--- src/hdl/rkc_pkg.sv ---
// shared constants and types for the rgb kernel convolution block
`timescale 1ns / 1ps
package rkc_pkg;

  localparam int KROWS      = 3;
  localparam int KCOLS      = 3;
  localparam int NTAPS      = KROWS * KCOLS;
  localparam int MAX_WIDTH  = 1024;
  localparam int MAX_HEIGHT = 4096;
  localparam int RING_ROWS  = KROWS + KCOLS + 1;
  localparam int COL_W      = $clog2(MAX_WIDTH);
  localparam int ROW_W      = $clog2(MAX_HEIGHT);
  localparam int RING_W     = $clog2(RING_ROWS);
  localparam int WCFG_W     = 11;
  localparam int HCFG_W     = 13;
  localparam int SUM_W      = 21;
  localparam int MASK_W     = 12;
  localparam int NBANKS     = 4;
  localparam int CIDX_W     = 3;
  localparam int QBITS      = 8;

  localparam logic [CIDX_W-1:0] CFG_WIDTH  = 3'd0;
  localparam logic [CIDX_W-1:0] CFG_HEIGHT = 3'd1;
  localparam logic [CIDX_W-1:0] CFG_BANK0  = 3'd2;
  localparam logic [CIDX_W-1:0] CFG_BANK1  = 3'd3;
  localparam logic [CIDX_W-1:0] CFG_BANK2  = 3'd4;
  localparam logic [CIDX_W-1:0] CFG_BANK3  = 3'd5;

  typedef struct packed {
    logic [7:0] r;
    logic [7:0] g;
    logic [7:0] b;
  } pix_t;

  typedef struct packed {
    logic signed [SUM_W-1:0] r;
    logic signed [SUM_W-1:0] g;
    logic signed [SUM_W-1:0] b;
    logic [MASK_W-1:0]       mask;
  } acc_t;

endpackage

--- src/hdl/rkc_cell.sv ---
// one tap cell: holds a window pixel and adds its weighted value to the passing sum
`timescale 1ns / 1ps
module rkc_cell import rkc_pkg::*; (
  input  logic              clk_i,
  input  logic              shift_i,
  input  pix_t              pix_i,
  input  logic signed [7:0] weight_i,
  input  acc_t              acc_i,
  output pix_t              pix_o,
  output acc_t              acc_o
);

  pix_t               pix_q;
  acc_t               acc_q;
  acc_t               acc_d;
  logic signed [16:0] prod_r;
  logic signed [16:0] prod_g;
  logic signed [16:0] prod_b;
  logic signed [8:0]  wext;
  logic [8:0]         wabs;

  always_comb begin
    prod_r = weight_i * $signed({1'b0, pix_q.r});
    prod_g = weight_i * $signed({1'b0, pix_q.g});
    prod_b = weight_i * $signed({1'b0, pix_q.b});
    wext   = {weight_i[7], weight_i};
    wabs   = wext[8] ? 9'(-wext) : 9'(wext);
    acc_d.r    = acc_i.r + SUM_W'(prod_r);
    acc_d.g    = acc_i.g + SUM_W'(prod_g);
    acc_d.b    = acc_i.b + SUM_W'(prod_b);
    acc_d.mask = acc_i.mask + MASK_W'(wabs);
  end

  always_ff @(posedge clk_i) begin
    if (shift_i) begin
      pix_q <= pix_i;
    end
    acc_q <= acc_d;
  end

  assign pix_o = pix_q;
  assign acc_o = acc_q;

endmodule

--- config.mk ---
export PLATFORM = sky130hd
export DESIGN_NAME = rkc_cell
export DESIGN_NICKNAME = d
export VERILOG_FILES = /design/src/hdl/rkc_pkg.sv /design/src/hdl/rkc_cell.sv
export SDC_FILE = /design/constraint.sdc
export NUM_CORES = 1
export LEC_CHECK = 0
export ABC_AREA = 1
export BUFFER_PORTS_ARGS = -buffer_cell sky130_fd_sc_hd__buf_2
export CAP_MARGIN = 10
export CORE_MARGIN = 3
export CORE_UTILIZATION = 64
export CTS_CLUSTER_DIAMETER = 50
export DETAILED_ROUTE_END_ITERATION = 8
export GPL_ROUTABILITY_DRIVEN = 1
export PLACE_DENSITY_LB_ADDON = 0.05
export SLEW_MARGIN = 20
export SYNTH_ARGS = -nofsm -noshare
export SYNTH_HDL_FRONTEND = slang
export SYNTH_SLANG_ARGS = --single-unit
--- constraint.sdc ---
create_clock -name clk_i -period 13.44 [get_ports clk_i]
set_clock_uncertainty 0.2 [all_clocks]
set_input_delay 2.016 -clock clk_i [delete_from_list [all_inputs] [get_ports clk_i]]
set_output_delay 2.016 -clock clk_i [all_outputs]
set_load 0.05 [all_outputs]
==> key figures <==
STA
  – Pins Over Slew Limit: 0
  – Clock period minus worst slack: 6.74 ns
  – Rel. slew slack: 0.511
  – Worst slew pin tran: 0.733 ns
  – Hold slack: 0.616 ns
  – Fin crit share: 0.501
  – Setup ws final: 6.70 ns
  – RSZ-0062 raised after global routing: false
  – Setup violations, final: 0
  – Total negative slack: 0 ns
  – Maximum clock frequency: 148 MHz
  – Final hold vios: 0

Routing
  – Starting DRT DRC Count: 372
  – Routed len/inst: 12.9 um
  – Post-Route WL: 27.2 mm
  – Vias per cell: 4.88
  – DRT Pass-1 Iters: 5
  – DR vias: 10,300
  – Residual DRC: 0
  – ANT nets after route: 0

Cells and area
  – Filler cell count: 1,641
  – Fraction of layout cells with a size suffix above 1: 0.131
  – FF/Latch Area: 2220 um^2
  – Final Cell Area: 14,300 um^2
  – Util after Layout: 0.729
  – Multi-input logic area: 8720 um^2
  – Final net count: 2,296
  – Synthesis-to-finish area growth: 11.2%

GRT
  – Gr ovfl total: 0
  – Vias in the first global route: 10,300
  – Initial antenna violation count: 0
  – Largest net degree at the start of global routing: 32
  – GRT Total Usage: 0.263
  – First-pass GRT wire length: 47.1 mm

Pwr
  – Power share of the sequential group: 0.156
  – Net load switching power: 0.00168 W
  – Int Power: 0.00136 W
  – Comb pwr share: 0.757
  – VDD IR-drop max: 0.000299 V
  – Pwr Density: 213 nW/um^2
  – Leakage: 9.05 nW
  – Clock network power share: 0.087
  – Sw frac: 0.552

Clocking
  – Postcts setup bufs: 0
  – CTS Root Cell: clkbuf_16
  – PostCTS Resize Cnt: 0
  – CTS tree: done
  – H-tree lvl count: 3
  – # clock sinks: 99
  – Hold buffer count at cts: 0
  – TritonCTS Buffers: 9
  – Clock transition at the registers of the reported paths: 0.08 ns
  – Clock Path Buffers: 2
  – Worst-skew pair later-pin latency: 0.36 ns

Worst setup path
  – Worst reg2reg path startpoint: pix_o[13]$_DFFE_PP_
  – Setup CP Type: primary input to flip-flop
  – Slowest CP cell: fa_1
  – Worst setup path start: weight_i[7]
  – Crit-path cells: buf_2, inv_2, or2_2, fa_1, fa_1, inv_1, fa_1, fa_1, fa_1, ha_1, or2_1, nand3b_1, nand2_1, nand2_1, nand2_1, nand2_1, nand2_1
  – Worst stage delay on the critical path: 0.52 ns
  – Reg2reg setup slack: 8.73 ns
  – CP Data Required Time: 13.50 ns
  – Crit path DAT: 6.80 ns
  – Worst Setup End Kind: flip-flop
  – CP startpoint kind: primary input
  – CP max FO: 31

Synth
  – Synth Instances: 1,661
  – Synth unique cells: 29
  – Synth warn: 0
  – Seq/Total Area, Yosys: 0.173
  – #FFs+latches synth: 99
  – Mapped Nets: 2,127
  – Synth Cell Area: 12,800 um^2
  – Syn avg cell area: 7.73 um^2

Placed design
  – Final GP Congestion: 0.894
  – Dpl ws: 6.31 ns
  – IO buf count: 207
  – Cell Area, Placed: 14,000 um^2
  – Detailed-placement wirelength estimate: 22.4 mm

Die
  – Ports: 208
  – Row cnt: 51
  – Die area: 21,800 um^2
  – Die X: 148 um
  – Die Ht: 148 um
  – CORE AREA: 19,600 um^2
  – Initial Util: 0.655

Outcome
  – Status: finished clean

Hold path
  – Worst Hold Class: flip-flop to flip-flop
  – Hold wc startpoint: pix_o[16]$_DFFE_PP_

Job
  – Max Cap Viol: 0
-- logic make-up after synthesis --
kind of cell	after synthesis	share of synthesized area
xor gates and xnor gates	38	0.0259
adders and majority gates	357	0.439
AOI/OAI and AO/OA	36	0.0140
and+or+nand+nor	638	0.201
DFF	99	0.173
other	1	0.000292
buffers and inverters	492	0.147
-- synth_stat cells, drive strengths merged --
| master | instances | area (um^2) |
|---|---|---|
| or2 | 11 | 68.8 |
| a21oi | 35 | 175 |
| o21ai | 1 | 5.00 |
| nor4 | 1 | 6.26 |
| xnor2 | 9 | 78.8 |
| fa | 155 | 3100 |
| inv | 443 | 1660 |
| xor2 | 29 | 254 |
| conb | 1 | 3.75 |
| nand4 | 3 | 18.8 |
| ha | 202 | 2530 |
| nand3 | 47 | 240 |
| nor2 | 49 | 186 |
| dfxtp | 75 | 1500 |
| edfxtp | 24 | 721 |
| nor3 | 12 | 90.1 |
| buf | 22 | 124 |
| nand2 | 509 | 1920 |
| clkbuf | 27 | 101 |
| nand3b | 6 | 45.0 |
-- power groups by stage --
stage	clock, W	combinational (W)	sequential [W]
global route	0.000281	0.00263	0.000484
global placement	0	0.00223	0.000481
finish	0.000265	0.00230	0.000474
detailed placement	0	0.00228	0.000479
floorplan	0	0.00145	0.000831
CTS	0.000272	0.00231	0.000474
-- per-layer routing --
metal | global-route usage | wire length, um
met1 | 0.354 | 12000
met2 | 0.443 | 12800
met3 | 0.0481 | 1900
met4 | 0.0676 | 520
met5 | 0 | 0
-- flip-flops by register name, indices dropped and copies added (netlist names) --
name and count:
pix_o 24, acc_o 75
-- per-stage QoR --
step           cells  power [W]
5_1_grt         2100    0.00339
3_5_place_dp    2084    0.00276
4_1_cts         2100    0.00306
3_3_place_gp    2084    0.00271
2_1_floorplan   1661    0.00228
6_report        2101    0.00304
-- final timing paths --
kind | depth (start not counted) | to
max reg2reg | 17 | acc_o[53]$_DFF_P_
min | 3 | acc_o[54]$_DFF_P_
min reg2reg | 3 | acc_o[54]$_DFF_P_
max | 17 | acc_o[30]$_DFF_P_
-- critical path: cells and delay by family --
kind	cells	cell delay [ns]
AND/OR/NAND/NOR	8	1.11
adder cells (fa/ha/maj)	6	2.68
buffers and inverters	3	0.97
-- layout make-up --
class / count / share of cell area
clock inverter: 7 / 0.00500
antenna: 1 / 0.000175
multi-input combinational: 1070 / 0.611
clock buffer: 9 / 0.0158
inverter: 443 / 0.116
timing repair buffer: 207 / 0.0726
sequential: 99 / 0.156
tap: 265 / 0.0232
-- cell usage in the layout (no fill, tap or decap), drive strengths merged, types with 11 or more instances in the layout --
cell type,netlist,layout
nor3,12,12
dfxtp,75,75
inv,443,446
nand3,47,47
nand2,509,509
xor2,29,29
buf,22,207
fa,155,155
or2,11,11
nor2,49,49
edfxtp,24,24
ha,202,202
a21oi,35,35
Note: power is estimated with default switching activity, not from simulation.
