File: src/hdl/rkc_pkg.sv
// shared constants and types for the rgb kernel convolution block
`timescale 1ns / 1ps
package rkc_pkg;

  localparam int KROWS      = 3;
  localparam int KCOLS      = 3;
  localparam int NTAPS      = KROWS * KCOLS;
  localparam int MAX_WIDTH  = 1024;
  localparam int MAX_HEIGHT = 4096;
  localparam int RING_ROWS  = KROWS + KCOLS + 1;
  localparam int COL_W      = $clog2(MAX_WIDTH);
  localparam int ROW_W      = $clog2(MAX_HEIGHT);
  localparam int RING_W     = $clog2(RING_ROWS);
  localparam int WCFG_W     = 11;
  localparam int HCFG_W     = 13;
  localparam int SUM_W      = 21;
  localparam int MASK_W     = 12;
  localparam int NBANKS     = 4;
  localparam int CIDX_W     = 3;
  localparam int QBITS      = 8;

  localparam logic [CIDX_W-1:0] CFG_WIDTH  = 3'd0;
  localparam logic [CIDX_W-1:0] CFG_HEIGHT = 3'd1;
  localparam logic [CIDX_W-1:0] CFG_BANK0  = 3'd2;
  localparam logic [CIDX_W-1:0] CFG_BANK1  = 3'd3;
  localparam logic [CIDX_W-1:0] CFG_BANK2  = 3'd4;
  localparam logic [CIDX_W-1:0] CFG_BANK3  = 3'd5;

  typedef struct packed {
    logic [7:0] r;
    logic [7:0] g;
    logic [7:0] b;
  } pix_t;

  typedef struct packed {
    logic signed [SUM_W-1:0] r;
    logic signed [SUM_W-1:0] g;
    logic signed [SUM_W-1:0] b;
    logic [MASK_W-1:0]       mask;
  } acc_t;

endpackage

File: src/hdl/rkc_div.sv
// iterative divider: three channel magnitudes by the weight magnitude sum, one bit a cycle
`timescale 1ns / 1ps
module rkc_div import rkc_pkg::*; (
  input  logic clk_i,
  input  logic rst_ni,
  input  logic start_i,
  input  acc_t acc_i,
  output logic done_o,
  output pix_t q_o
);

  localparam int REM_W  = SUM_W;
  localparam int STEP_W = $clog2(QBITS);

  logic [REM_W-1:0]  rem_q [3];
  logic [QBITS-1:0]  quo_q [3];
  logic [MASK_W-1:0] mask_q;
  logic [STEP_W-1:0] step_q;
  logic              busy_q;
  logic              done_q;
  logic [REM_W-1:0]  mag [3];
  logic [REM_W-1:0]  trial;

  always_comb begin
    mag[0] = acc_i.r[SUM_W-1] ? REM_W'(-acc_i.r) : REM_W'(acc_i.r);
    mag[1] = acc_i.g[SUM_W-1] ? REM_W'(-acc_i.g) : REM_W'(acc_i.g);
    mag[2] = acc_i.b[SUM_W-1] ? REM_W'(-acc_i.b) : REM_W'(acc_i.b);
    trial  = REM_W'(mask_q) << step_q;
  end

  always_ff @(posedge clk_i or negedge rst_ni) begin
    if (!rst_ni) begin
      busy_q <= 1'b0;
      done_q <= 1'b0;
      step_q <= '0;
    end else begin
      done_q <= 1'b0;
      if (start_i) begin
        busy_q <= 1'b1;
        step_q <= STEP_W'(QBITS - 1);
      end else if (busy_q) begin
        if (step_q == '0) begin
          busy_q <= 1'b0;
          done_q <= 1'b1;
        end else begin
          step_q <= step_q - 1'b1;
        end
      end
    end
  end

  always_ff @(posedge clk_i) begin
    if (start_i) begin
      mask_q <= acc_i.mask;
      for (int ch = 0; ch < 3; ch++) begin
        rem_q[ch] <= mag[ch];
        quo_q[ch] <= '0;
      end
    end else if (busy_q) begin
      for (int ch = 0; ch < 3; ch++) begin
        if (rem_q[ch] >= trial) begin
          rem_q[ch]         <= rem_q[ch] - trial;
          quo_q[ch][step_q] <= 1'b1;
        end
      end
    end
  end

  assign done_o = done_q;
  assign q_o    = '{r: quo_q[0], g: quo_q[1], b: quo_q[2]};

endmodule

File: config.mk
export PLATFORM = sky130hd
export DESIGN_NAME = rkc_div
export DESIGN_NICKNAME = d
export VERILOG_FILES = /design/src/hdl/rkc_pkg.sv /design/src/hdl/rkc_div.sv
export SDC_FILE = /design/constraint.sdc
export NUM_CORES = 1
export LEC_CHECK = 0
export BUFFER_PORTS_ARGS = -buffer_cell sky130_fd_sc_hd__buf_2
export CORE_ASPECT_RATIO = 0.6
export CORE_MARGIN = 2
export CORE_UTILIZATION = 65
export CTS_CLUSTER_DIAMETER = 50
export DETAILED_ROUTE_END_ITERATION = 8
export PLACE_DENSITY = 0.87
export SYNTH_ARGS = -nofsm -noshare
export SYNTH_HDL_FRONTEND = slang
export SYNTH_SLANG_ARGS = --single-unit
File: constraint.sdc
create_clock -name clk_i -period 10.9 [get_ports clk_i]
set_input_delay 1.635 -clock clk_i [delete_from_list [all_inputs] [get_ports clk_i]]
set_output_delay 1.635 -clock clk_i [all_outputs]
set_load 0.1 [all_outputs]
==> results_dict.tcl <==
set metrics [dict create \
    cellLeakagePower_nw 4.086 \
    fin_crit_sh 0.5831 \
    clock_skew_ps 11.88 \
    synthTopCellsByCount "edfxtp_1 (99), xor2_1 (77), mux2i_1 (76)" \
    synth_flop_cell "edfxtp_1" \
    core_area_um2 13540 \
    rr_worst_depth 16 \
    slowest_stage "nor3_4" \
    io_pins 103 \
    hold_slack_ps 587.0 \
    synth.largest_area_cell "edfxtp_1" \
    synth.area.top_cells "edfxtp_1 (33%), ha_1 (8.7%), mux2i_1 (8.5%), xor2_1 (7.6%), a21o_1 (3.2%)" \
    area_growth_pct 9.466 \
    diodes 0 \
    wl_um 22430 \
    r2r_start "step_q[0]" \
    ys_warn_count 0 \
    overflow 0 \
    swShare 0.4649 \
    vias 7290 \
    synth_area_per_cell_um2 10.29 \
    final_antenna_net_count 0 \
    track_usage 0.3087 \
    switchingPower_mw 1.368 \
    tightest_slew_ps 1144 \
    clockBufferDepth 2 \
    holdBufCountCts 0 \
    rows 33 \
    yosysTopAreaCellShare 0.3332 \
    worst-path-buf-inv 2 \
    crit_type "register to register" \
    cts_resized 0 \
    vias_per_cell 6.446 \
    cts.sinks 104 \
    rsz0062_at_grt "false" \
    hold_viol 0 \
    fin_tns_setup_ps 0 \
    htree_levels 3 \
    required_ps 11010 \
    power.total_mw 2.943 \
    report.final.slew_viol_count 0 \
    fin_nets 1094 \
    drt_iter0_drc 961 \
    combinationalPowerShare 0.616 \
    seqPwrFrac 0.266 \
    clock_latency_ps 360 \
    layout-drive-gt1-share 0.1778 \
    drv_cap 0 \
    wl_per_cell_um 19.83 \
    reg2reg_slack_ps 4540 \
    yosysSeqAreaShare 0.3472 \
    synth-edff-count 99 \
    start_util 0.6588 \
    ys_types 80 \
    crit_end "rem_q[0][41]" \
    cp-end-kind "register" \
    setup_violations 0 \
    clkSlewWorstSetupHoldPaths_ps 90 \
    grt_max_degree 46 \
    synth-async-reset-ratio 0.04808 \
    cts_root_buf "clkbuf_16" \
    cp-start-kind "register" \
    post_cts_buffers 0 \
    place_congestion 0.9906 \
    dp.cells 1115 \
    dp_hpwl_um 16900 \
    antenna_found_initial 0 \
    netlist_instances 867 \
    period_minus_slack_ps 6356 \
    fin_cells 1131 \
    crit_cells 16 \
    firstDrtPassIters 6 \
    ir_worst_vdd_mv 0.1348 \
    fmax_ghz 0.1573 \
    grt_pass1_wl_um 35020 \
    io_buffers 102 \
    crit_arrival_ps 6470 \
    die-width_um 155.3 \
    crit_path_max_fanout 45 \
    reg2reg_to "rem_q[0][41]" \
    nFillCells 950 \
    numCtsBuffers 9 \
    status "completed" \
    slowest_delay_ps 950 \
    syn-num-nets 1010 \
    synth_seq_cells 104 \
    die-height_um 94.75 \
    yosysMostFrequentCell "edfxtp_1" \
    cts_tree "yes" \
    syn_area_um2 8922 \
    cp_cell_sequence "clkinv_1 -> nor2_1 -> nand2_1 -> o21ai_0 -> nand2b_1 -> ha_1 -> o21a_1 -> o31a_4 -> nor4_4 -> o21ai_2 -> o311ai_4 -> o21a_2 -> o22ai_4 -> nor3_4 -> buf_4 -> mux2_1" \
    hp-class "register to register" \
    intPower_mw 1.575 \
    power_density_nw_per_um2 301.3 \
    pwr-share-clk 0.118 \
    slew_headroom 0.2352 \
    drc 0 \
    critical-path-top-delay-family "simple AND/OR/NAND/NOR gates" \
    crit_start "step_q[0]" \
    grt_pass1_vias 6574 \
    dieArea_um2 14710 \
]
-- area by class of cell --
| cell class | count | area [um^2] | share of cell area |
|---|---|---|---|
| inverters | 32 | 120.1 | 0.01230 |
| clock buffers | 9 | 225.2 | 0.02306 |
| repair buffers | 105 | 533.0 | 0.05457 |
| clock inverters | 7 | 101.3 | 0.01038 |
| multi-input cells | 699 | 5470 | 0.5601 |
| flip-flops and latches | 104 | 3098 | 0.3172 |
| well taps | 175 | 219.0 | 0.02242 |
-- worst min-delay path, stage by stage, from the launching register on --
cell,delay (ps)
dfrtp_1,400
nand2_1,90
o31ai_1,60
-- registers in the layout, summed over array words and instances, names as in the netlist --
signal	count
rem_q	63
quo_q	24
mask_q	12
step_q	3
busy_q	1
done_o	1
-- cells by family after synthesis --
logic type / share of synthesized area
xor gates and xnor gates: 0.1041
DFF: 0.3472
muxes: 0.1055
adders and majority gates: 0.09368
and+or+nand+nor: 0.1324
AOI/OAI and AO/OA: 0.1775
buffers and inverters: 0.03969
-- power groups by stage --
stage / Clock, mW / Sequential [mW] / Combinational, mW
2_1_floorplan: 0 / 0.858 / 1.31
3_3_place_gp: 0 / 0.781 / 1.70
3_5_place_dp: 0 / 0.783 / 1.75
4_1_cts: 0.348 / 0.778 / 1.77
5_1_grt: 0.363 / 0.792 / 1.97
6_report: 0.349 / 0.782 / 1.81
-- stage by stage --
stage	setup WS [ps]	instance area [um^2]	utilization
CTS	4606	9767	0.7212
finish	4544	9767	0.7212
detailed placement	4679	9440	0.6971
global placement	4893	9440	0.6971
global route	4010	9767	0.7212
floorplan	6957	8922	-
-- worst min-delay path by stage --
stage / start / cells after the start / slack (ps) / end
floorplan: step_q[2] / 2 / 540 / done_o
global placement: busy_q / 2 / 550 / step_q[2]
detailed placement: busy_q / 2 / 570 / step_q[2]
CTS: busy_q / 2 / 580 / step_q[2]
global route: busy_q / 2 / 610 / step_q[2]
finish: busy_q / 2 / 590 / step_q[2]
-- layout by cell type, fill, tap and decap left out, drive strengths merged, types with 5 or more instances in the layout --
cell and count:
a21o 38, a21oi 48, a31o 9, a31oi 7, and2 5, and3 5, buf 105, clkbuf 9
clkinv 5, dfrtp 5, edfxtp 99, ha 62, inv 34, mux2i 76, mux4 6, nand2 60
nand2b 16, nand3 15, nand4 5, nor2 45, nor2b 14, nor3 13, nor4 10, o21a 10
o21ai 45, o31ai 22, o41ai 7, or2 6, or3 9, or4 9, xnor2 29, xor2 77
-- layer usage --
metal  global-route usage  wire length, um  vias up
li1                     -                -     3435
met5              0.02041                0        -
met3              0.07435             2248       43
met4              0.07492              445        0
met2               0.4389             9078      401
met1               0.4706            10660     3411
Note: power is estimated with default switching activity, not from simulation.
